File: src/rtl/assert_macros.svh
// Assertion macros shared by the CORDIC cell and the core.
// E2Q_ASSERT checks at every clock edge outside reset.
// E2Q_ASSERT_ALWAYS checks at every clock edge, reset included.
`ifndef ASSERT_MACROS_SVH
`define ASSERT_MACROS_SVH
`ifndef SYNTHESIS
`define E2Q_ASSERT(lbl, prop, msg) \
  lbl: assert property (@(posedge clk_i) disable iff (!rst_ni) (prop)) else $error(msg);
`define E2Q_ASSERT_ALWAYS(lbl, prop, msg) \
  lbl: assert property (@(posedge clk_i) (prop)) else $error(msg);
`else
`define E2Q_ASSERT(lbl, prop, msg)
`define E2Q_ASSERT_ALWAYS(lbl, prop, msg)
`endif
`endif

File: src/rtl/e2q_pkg.sv
package e2q_pkg;

  // Core sizing
  localparam int CORDIC_STAGES = 16;
  localparam int FRAC_BITS     = 14;

  // Port format: Q2.13 angles in, Q1.14 components out
  localparam int IO_W        = 16;
  localparam int OUT_FRAC    = 14;
  localparam int ANGLE_LIMIT = 25736;
  localparam int OUT_ONE     = 16384;

  // Internal widths
  localparam int CW  = FRAC_BITS + 4;
  localparam int MW  = FRAC_BITS + 2;
  localparam int PW  = 2 * MW;
  localparam int SW  = FRAC_BITS + 3;
  localparam int SIW = (CORDIC_STAGES > 1) ? $clog2(CORDIC_STAGES) : 1;

  // Half angle (Q1.14) to FRAC_BITS alignment
  localparam int ZSHL = (FRAC_BITS >= OUT_FRAC) ? FRAC_BITS - OUT_FRAC : 0;
  localparam int ZSHR = (FRAC_BITS >= OUT_FRAC) ? 0 : OUT_FRAC - FRAC_BITS;
  localparam int ZRND = (ZSHR == 0) ? 0 : (1 << (ZSHR - 1));
  localparam int AW   = IO_W + 1 + ZSHL;

  // FRAC_BITS sum to Q1.14 alignment
  localparam int OSHR = (FRAC_BITS >= OUT_FRAC) ? FRAC_BITS - OUT_FRAC : 0;
  localparam int OSHL = (FRAC_BITS >= OUT_FRAC) ? 0 : OUT_FRAC - FRAC_BITS;
  localparam int ORND = (OSHR == 0) ? 0 : (1 << (OSHR - 1));
  localparam int EW   = SW + OSHL + 1;

  localparam longint unsigned PI_QUARTER_Q62 = 64'h3243F6A8885A308D;
  localparam longint unsigned GAIN_Q32       = 64'h9B74EDA8;

  // Starting x: CORDIC gain compensation, rounded half up
  localparam logic signed [CW-1:0] GAIN_X =
    CW'((GAIN_Q32 + (64'd1 << (31 - FRAC_BITS))) >> (32 - FRAC_BITS));

  localparam logic signed [CW-1:0] ONE_C = CW'(64'd1 << FRAC_BITS);

  typedef logic signed [CW-1:0] atan_tab_t [CORDIC_STAGES];

  // One CORDIC lane: cosine, sine and residual angle
  typedef struct packed {
    logic signed [CW-1:0] x;
    logic signed [CW-1:0] y;
    logic signed [CW-1:0] z;
  } lane_t;

  // Everything one cell hands to the next
  typedef struct packed {
    lane_t yaw;
    lane_t pitch;
    lane_t roll;
  } cell_data_t;

  // atan(2^-i) in Q62 (pi/4 constant for i = 0, power series otherwise), rounded half up to FRAC_BITS
  function automatic atan_tab_t build_atan_tab();
    atan_tab_t         tab;
    longint unsigned   acc;
    longint unsigned   term;
    int unsigned       k;
    int unsigned       e;
    int unsigned       i;
    for (i = 0; i < CORDIC_STAGES; i++) begin
      if (i == 0) begin
        acc = PI_QUARTER_Q62;
      end else begin
        acc = 64'd0;
        k   = 0;
        e   = i;
        while (e <= 62) begin
          term = (64'd1 << (62 - e)) / 64'(2 * k + 1);
          if (k[0]) acc = acc - term;
          else acc = acc + term;
          k = k + 1;
          e = i * (2 * k + 1);
        end
      end
      tab[i] = CW'((acc + (64'd1 << (61 - FRAC_BITS))) >> (62 - FRAC_BITS));
    end
    return tab;
  endfunction

  localparam atan_tab_t ATAN_TAB = build_atan_tab();

  // Clamp an angle to +/-pi and align it as the CORDIC start angle
  function automatic logic signed [CW-1:0] angle_to_z(logic signed [IO_W-1:0] a);
    logic signed [AW-1:0] h;
    h = AW'(a);
    if (h > AW'(ANGLE_LIMIT)) h = AW'(ANGLE_LIMIT);
    else if (h < AW'(-ANGLE_LIMIT)) h = AW'(-ANGLE_LIMIT);
    h = h <<< ZSHL;
    h = h + AW'(ZRND);
    h = h >>> ZSHR;
    return CW'(h);
  endfunction

  // Clamp a CORDIC result to +/-1.0
  function automatic logic signed [MW-1:0] sat_unit(logic signed [CW-1:0] v);
    logic signed [CW-1:0] r;
    r = v;
    if (v > ONE_C) r = ONE_C;
    else if (v < -ONE_C) r = -ONE_C;
    return MW'(r);
  endfunction

  // Fixed-point product, rounded half up to FRAC_BITS
  function automatic logic signed [MW-1:0] fmul(logic signed [MW-1:0] a,
                                                logic signed [MW-1:0] b);
    logic signed [PW-1:0] p;
    p = PW'(a) * PW'(b);
    p = p + PW'(64'd1 << (FRAC_BITS - 1));
    return MW'(p >>> FRAC_BITS);
  endfunction

  // Align a sum to Q1.14 with rounding and clamp to +/-1.0
  function automatic logic signed [IO_W-1:0] to_out(logic signed [SW-1:0] s);
    logic signed [EW-1:0] e;
    e = EW'(s) <<< OSHL;
    e = e + EW'(ORND);
    e = e >>> OSHR;
    if (e > EW'(OUT_ONE)) e = EW'(OUT_ONE);
    else if (e < EW'(-OUT_ONE)) e = EW'(-OUT_ONE);
    return IO_W'(e);
  endfunction

endpackage

File: src/rtl/e2q_cordic_cell.sv
`include "assert_macros.svh"

module e2q_cordic_cell (
  input  logic                      clk_i,
  input  logic                      rst_ni,
  input  logic [e2q_pkg::SIW-1:0]   stage_i,
  input  logic                      up_valid_i,
  output logic                      up_ready_o,
  input  e2q_pkg::cell_data_t       up_data_i,
  output logic                      dn_valid_o,
  input  logic                      dn_ready_i,
  output e2q_pkg::cell_data_t       dn_data_o
);
  import e2q_pkg::*;

  logic       valid_q, valid_d;
  cell_data_t data_q, data_d;
  logic       load;

  // One micro-rotation toward zero residual angle
  function automatic lane_t rotate(lane_t l, logic [SIW-1:0] s);
    lane_t                r;
    logic signed [CW-1:0] dx;
    logic signed [CW-1:0] dy;
    logic signed [CW-1:0] a;
    dx = l.y >>> s;
    dy = l.x >>> s;
    a  = ATAN_TAB[s];
    if (!l.z[CW-1]) begin
      r.x = l.x - dx;
      r.y = l.y + dy;
      r.z = l.z - a;
    end else begin
      r.x = l.x + dx;
      r.y = l.y - dy;
      r.z = l.z + a;
    end
    return r;
  endfunction

  // Take a new request when empty or when the neighbor takes ours
  assign up_ready_o = !valid_q || dn_ready_i;
  assign load       = up_valid_i && up_ready_o;

  always_comb begin
    valid_d      = up_ready_o ? up_valid_i : valid_q;
    data_d       = data_q;
    if (load) begin
      data_d.yaw   = rotate(up_data_i.yaw, stage_i);
      data_d.pitch = rotate(up_data_i.pitch, stage_i);
      data_d.roll  = rotate(up_data_i.roll, stage_i);
    end
  end

  // Clear valid under reset
  always_ff @(posedge clk_i or negedge rst_ni) begin
    if (!rst_ni) begin
      valid_q <= 1'b0;
    end else begin
      valid_q <= valid_d;
    end
  end

  // Advance payload
  always_ff @(posedge clk_i) begin
    data_q <= data_d;
  end

  assign dn_valid_o = valid_q;
  assign dn_data_o  = data_q;

  `E2Q_ASSERT_ALWAYS(a_reset_empty, !rst_ni |-> !valid_q, "cell holds data in reset")
  `E2Q_ASSERT(a_blocked_keeps, valid_q && !dn_ready_i |=> valid_q, "blocked cell lost request")
  `E2Q_ASSERT(a_blocked_data, valid_q && !dn_ready_i |=> $stable(data_q), "blocked cell data moved")

endmodule

File: config.mk
export PLATFORM = sky130hd
export DESIGN_NAME = e2q_cordic_cell
export DESIGN_NICKNAME = d
export VERILOG_FILES = /design/src/rtl/e2q_pkg.sv /design/src/rtl/e2q_cordic_cell.sv
export VERILOG_INCLUDE_DIRS = /design/src /design/src/rtl
export SDC_FILE = /design/constraint.sdc
export NUM_CORES = 1
export LEC_CHECK = 0
export BUFFER_PORTS_ARGS = -buffer_cell sky130_fd_sc_hd__buf_2
export CORE_MARGIN = 2
export CORE_UTILIZATION = 35
export DETAILED_ROUTE_END_ITERATION = 8
export GPL_TIMING_DRIVEN = 0
export SETUP_SLACK_MARGIN = 0.4
export SLEW_MARGIN = 0
export SYNTH_ARGS = -nofsm -noshare
export SYNTH_HDL_FRONTEND = slang
export SYNTH_SLANG_ARGS = --single-unit
File: constraint.sdc
create_clock -name clk_i -period 4.6 [get_ports clk_i]
set_clock_uncertainty 0.2 [all_clocks]
set_input_delay 0.23 -clock clk_i [delete_from_list [all_inputs] [get_ports clk_i]]
set_output_delay 0.23 -clock clk_i [all_outputs]
set_load 0.005 [all_outputs]
# Word level (Yosys, flattened, before mapping)

Memory sizes are Yosys's and may differ from the RTL's.
Cells that the tools add are included.

Add/sub/neg operators: 18
$lt $le $gt $ge: 1
Shifts and indexed selects: 6
Mux-type cells: 5
Bitwise gates (word level): 1
Reductions and logical operators: 3

Operators by type and width:

| kind               | count |
|---|---|
| $add 18x18->18     | 9 |
| $mux 54            | 3 |
| $sub 18x18->18     | 9 |
| $sshr 18x4->18     | 6 |
| $mux 18            | 2 |
| $ge 5x5->1 const B | 1 |
| $not 4->5          | 1 |
| $logic_and 1x1->1  | 1 |
| $logic_not 1->1    | 1 |
| $logic_or 1x1->1   | 1 |

Register bits after elaboration: 163
Bits in read-only memories: 288
Input port bits: 170
Output and inout port bits: 164
Logic and storage cells: 45
Memories kept: 1

Memory list:

| name            | depth | bits a word | rd ports | clocked after memory_dff | write ports | RTL line              | RTL |
|---|---|---|---|---|---|---|---|
| (no name shown) | 16    | 18          | 1        | 0                        | 0           | e2q_cordic_cell.sv:28 | `a = ATAN_TAB[s];` |

# Depth between registers and ports, before layout

Word-level depth: 6
Mapped depth: 26
Gate-level depth less buffers: 21

# Worst setup path after synthesis

OpenSTA, ideal clock, no wires.

Kind: input to register
From: input stage_i[3] (netlist bit)
To: register data_q, in the netlist dn_data_o[52] (data pin)
Setup time: 258 ps
Arrival time: 4859 ps
Required time: 4142 ps
Path slack: -716 ps
Stages: 24
Path buffers: 9
Cell sequence: buf_2 buf_4 buf_2 buf_2 buf_2 buf_2 buf_2 buf_1 clkbuf_1 a21oi_1 a21oi_1 ha_1 o21ai_1 nor4_1 a21oi_1 mux2i_1 nor2_1 a21o_1 ha_1 o21a_1 a2111o_1 a31o_2 a21oi_1 xnor2_1

Word-level cells in the longest chain between the ends: 3
Elaborated cells on any way between the ends: 4
Classes of those cells: add/sub (2); shift (1); mux (1)

RTL lines:

| element                                                 | RTL line                                     | RTL |
|---|---|---|
| start: declaration                                      | e2q_cordic_cell.sv:6                         | `input logic [e2q_pkg::SIW-1:0] stage_i,` |
| $sshr 18x4->18 (*)                                      | e2q_cordic_cell.sv:26                        | `dx = l.y >>> s;` |
| $sub 18x18->18 / $add 18x18->18 (equally long branches) | e2q_cordic_cell.sv:30, e2q_cordic_cell.sv:34 |  |
| $mux 54 (*)                                             | e2q_cordic_cell.sv:29                        | `if (!l.z[CW-1]) begin` |
| end signal: assignment                                  | e2q_cordic_cell.sv:66                        | `data_q <= data_d;` |
| end: declaration                                        | e2q_cordic_cell.sv:17                        | `cell_data_t data_q, data_d;` |

Mark *: on every way between the ends. The rest lies on a longest branch, timed or not.
A chain may end at the register's enable or synchronous reset.

# Worst setup path in the final report

From: input stage_i[0] (netlist bit)
To: register data_q, in the netlist dn_data_o[161] (data pin)

Same word-level chain as after synthesis.

==> impl_results.md <==
* Worst Tran Pin Value at 0.9562 ns
* Syn nets at 2,460
* TritonCTS Buffers at 17
* Sequential area share after synthesis at 0.2467
* First-pass GRT wire length at 127.3 mm
* WP data arrival at 4.68 ns
* Clock root buffer: clkbuf_16
* Post-Route WL at 89.59 mm
* Worst setup SP type: primary input
* Reg-to-Reg End: dn_data_o[106]
* Commonest non-fill, non-tap cell in the layout: buf_2
* Wirelength per Cell at 25.68 microns
* RR Startpoint: dn_valid_o
* Crit Path Class: primary input to flop
* Final setup violation count at 3
* Worst setup path endpoint: dn_data_o[161]
* Starting Density at 0.3528
* # rows at 87
* Worst-case reg-to-reg path depth at 3
* Worst Setup SP: stage_i[0]
* Most frequent cells in the layout: 331 x buf_2, 191 x buf_4, 185 x nor2_1, 162 x edfxtp_1, 152 x xnor2_1
* Die X-Extent at 242.0 microns
* Maximum vdd ir drop at 0.3238 mV
* Final worst hold slack at 0.01923 ns
* Failing checks: negative setup slack
* Avg Cell Area, Syn at 9.371 sq um
* Synth Instances at 2,115
* Design area at 27,740 sq um
* Residual DRC at 0
* Maxcap violations at 0
* Die area at 58,540 sq um
* CTS sink cnt at 163
* Worst-path cell chain: buf_8, buf_12, buf_12, buf_12, mux4_2, mux2_4, mux2_4, inv_2, ha_4, and3_4, nor2_2, xor2_1, ha_1, buf_6, a2111o_1, and3_4, o211a_1, o22ai_2, o21ai_2, or4_4, a31oi_4, xnor2_1
* Post-synthesis cell type count at 93
* Yosys warning count at 0
* Reg clk slew, reported paths at 0.07 ns
* HP Start: up_data_i[66]
* Final Max Tran Viols at 0
* Post-synth EDFFs at 162
* Gp weighted congestion at 0.9701
* Placed Area at 22,910 sq um
* Worst setup margin at -0.03471 ns
* # port buffers at 330
* Initial antenna violation count at 7
* Largest cells by area after synthesis: edfxtp_1 25%, ha_1 10%, mux4_2 10%
* Pleak at 11.55 nW
* Mapped Area at 19,820 sq um
* Peak Freq at 215.8 MHz
* Post-route clock period utilization at 1.008
* Hold Crit Class: primary input to flop
* Vias in the first global route at 19,960
* Slowest cell on the critical path: mux4_2
* Area leader, netlist: edfxtp_1
* Critical path depth in cells at 22
* Critical path fanouts, max at 7
* H-tree Lvls at 4
* Synth top area share at 0.2455
* Power density over the cells at 300.6 nW/um^2
* Largest net degree at the start of global routing at 63
* Clk Latency, worst-skew pair at 0.49 ns
* Slowest stage delay, CP at 0.56 ns
* Asr flop ratio synth at 0.006135
* Via count at 20,490
* Fin. Hold Viols at 0
* Synth Register Bits at 163
* Clk buf depth at 2
* Final ANT Viol Nets at 0
* Core area at 56,170 sq um
* Rel. slew slack at 0.3591
* Total GRT Usage at 0.2917
* Drt first pass iters at 5
* RSZ-0062 raised after global routing: true
* Share of post-route cells with drive strength above 1 at 0.4020
* Worst path buffer plus inverter count at 6
* Worst EP required at 4.65 ns
* 1st-iter DRT viols at 1,749
* Die H at 242.0 microns
* Main synth FF type: edfxtp_1
* Final nets at 3,061
* Cell with the most instances on the worst path: buf_12
* Area Growth Syn to Fin at 39.99%
* Worst reg2reg setup slack at 2.58 ns
* IO Count at 334
* CP endpoint kind: flop
* Final core utilization at 0.4939
* CP delay by family, top: multiplexers
* Via density per instance at 5.873
* Final min period at 4.635 ns
* CTS tree: yes
* Dpl hpwl at 67.64 mm
* Gr ovfl total at 0
* Status: finished, violations left
## worst min path at each step
stage	end	slack (ns)	depth (start not counted)
6_report	dn_data_o[66]	0.02	3
4_1_cts	dn_data_o[113]	0.003	3
3_5_place_dp	dn_valid_o	-0.19	1
2_1_floorplan	dn_valid_o	-0.27	0
3_3_place_gp	dn_valid_o	-0.20	1
5_1_grt	dn_data_o[66]	0.02	3
## Yosys cell counts, types with 22 or more instances
| master | instances |
|---|---|
| nor2_1 | 206 |
| ha_1 | 166 |
| xnor2_1 | 166 |
| edfxtp_1 | 162 |
| nand2_1 | 161 |
| a21oi_1 | 157 |
| o21ai_0 | 101 |
| mux4_2 | 90 |
| xor2_1 | 82 |
| mux2i_1 | 80 |
| inv_1 | 75 |
| nor3_1 | 57 |
| mux2_2 | 46 |
| a31oi_1 | 42 |
| a21o_1 | 39 |
| o21a_1 | 38 |
| nand3_1 | 31 |
| clkbuf_1 | 30 |
| nor2b_1 | 27 |
| buf_2 | 26 |
| nand2b_1 | 25 |
| or3_1 | 22 |
## kinds of logic after synthesis
group                      after synthesis  synth area share
buffers and inverters                  174           0.04072
DFF                                    163            0.2467
adders and majority gates              175            0.1139
muxes                                  220            0.1725
AOI/OAI and AO/OA                      533            0.1735
and+or+nand+nor                        602            0.1430
xor gates and xnor gates               248            0.1096
## metal layers
layer  part of all wire  GRT usage
met4              0.045     0.1271
met3              0.080    0.06824
met2               0.48     0.4903
met1               0.40     0.3569
met5            0.00042          0
## repair_timing
| item | 4_1_cts | 5_1_grt |
|---|---|---|
| pin swaps | 85 | 162 |
| setup buffers | 124 | 94 |
| setup endpoints to repair | 104 | 50 |
| resized for setup | 293 | 221 |
| endpoints found under the hold margin | 29 | 1 |
| hold buffers | 30 | 1 |
## area by class of cell
type,instances,area (sq um)
Timing Repair Buffer,582,3897
Clock buffer,17,425.4
Antenna cell,4,10.01
Multi-Input combinational cell,1778,15930
Clock inverter,15,138.9
Fill cell,5277,28420
Tap cell,756,945.9
Inverter,81,340.3
Sequential cell,163,4890
Buffer,93,1162
## power breakdown
group,leakage [nW],internal [mW],switching [mW]
Sequential,1.55,2.08,0.0796
Clock,0.276,0.714,0.735
Combinational,9.72,2.22,2.51
Total,11.5,5.01,3.33
## tightest hold or removal path: stages
cell	delay, ns
buf_2	0.11
ha_4	0.15
xnor2_1	0.11
## flip-flops by register name, indices dropped and copies added, names as in the netlist
signal      flops
dn_data_o     162
dn_valid_o      1
## per-stage QoR
| stage | total power, mW | std cells | TNS (ns) | worst slack (ns) |
|---|---|---|---|---|
| floorplan | 4.745 | 2115 | -0.1869 | -0.1869 |
| global placement | 5.890 | 3201 | -85.00 | -1.678 |
| detailed placement | 5.947 | 3204 | -85.88 | -1.754 |
| CTS | 7.895 | 3390 | 0 | 0.05896 |
| global route | 8.781 | 3489 | -0.8771 | -0.2147 |
| finish | 8.341 | 3489 | -0.06838 | -0.03471 |
(Power assumes the default switching activity.)
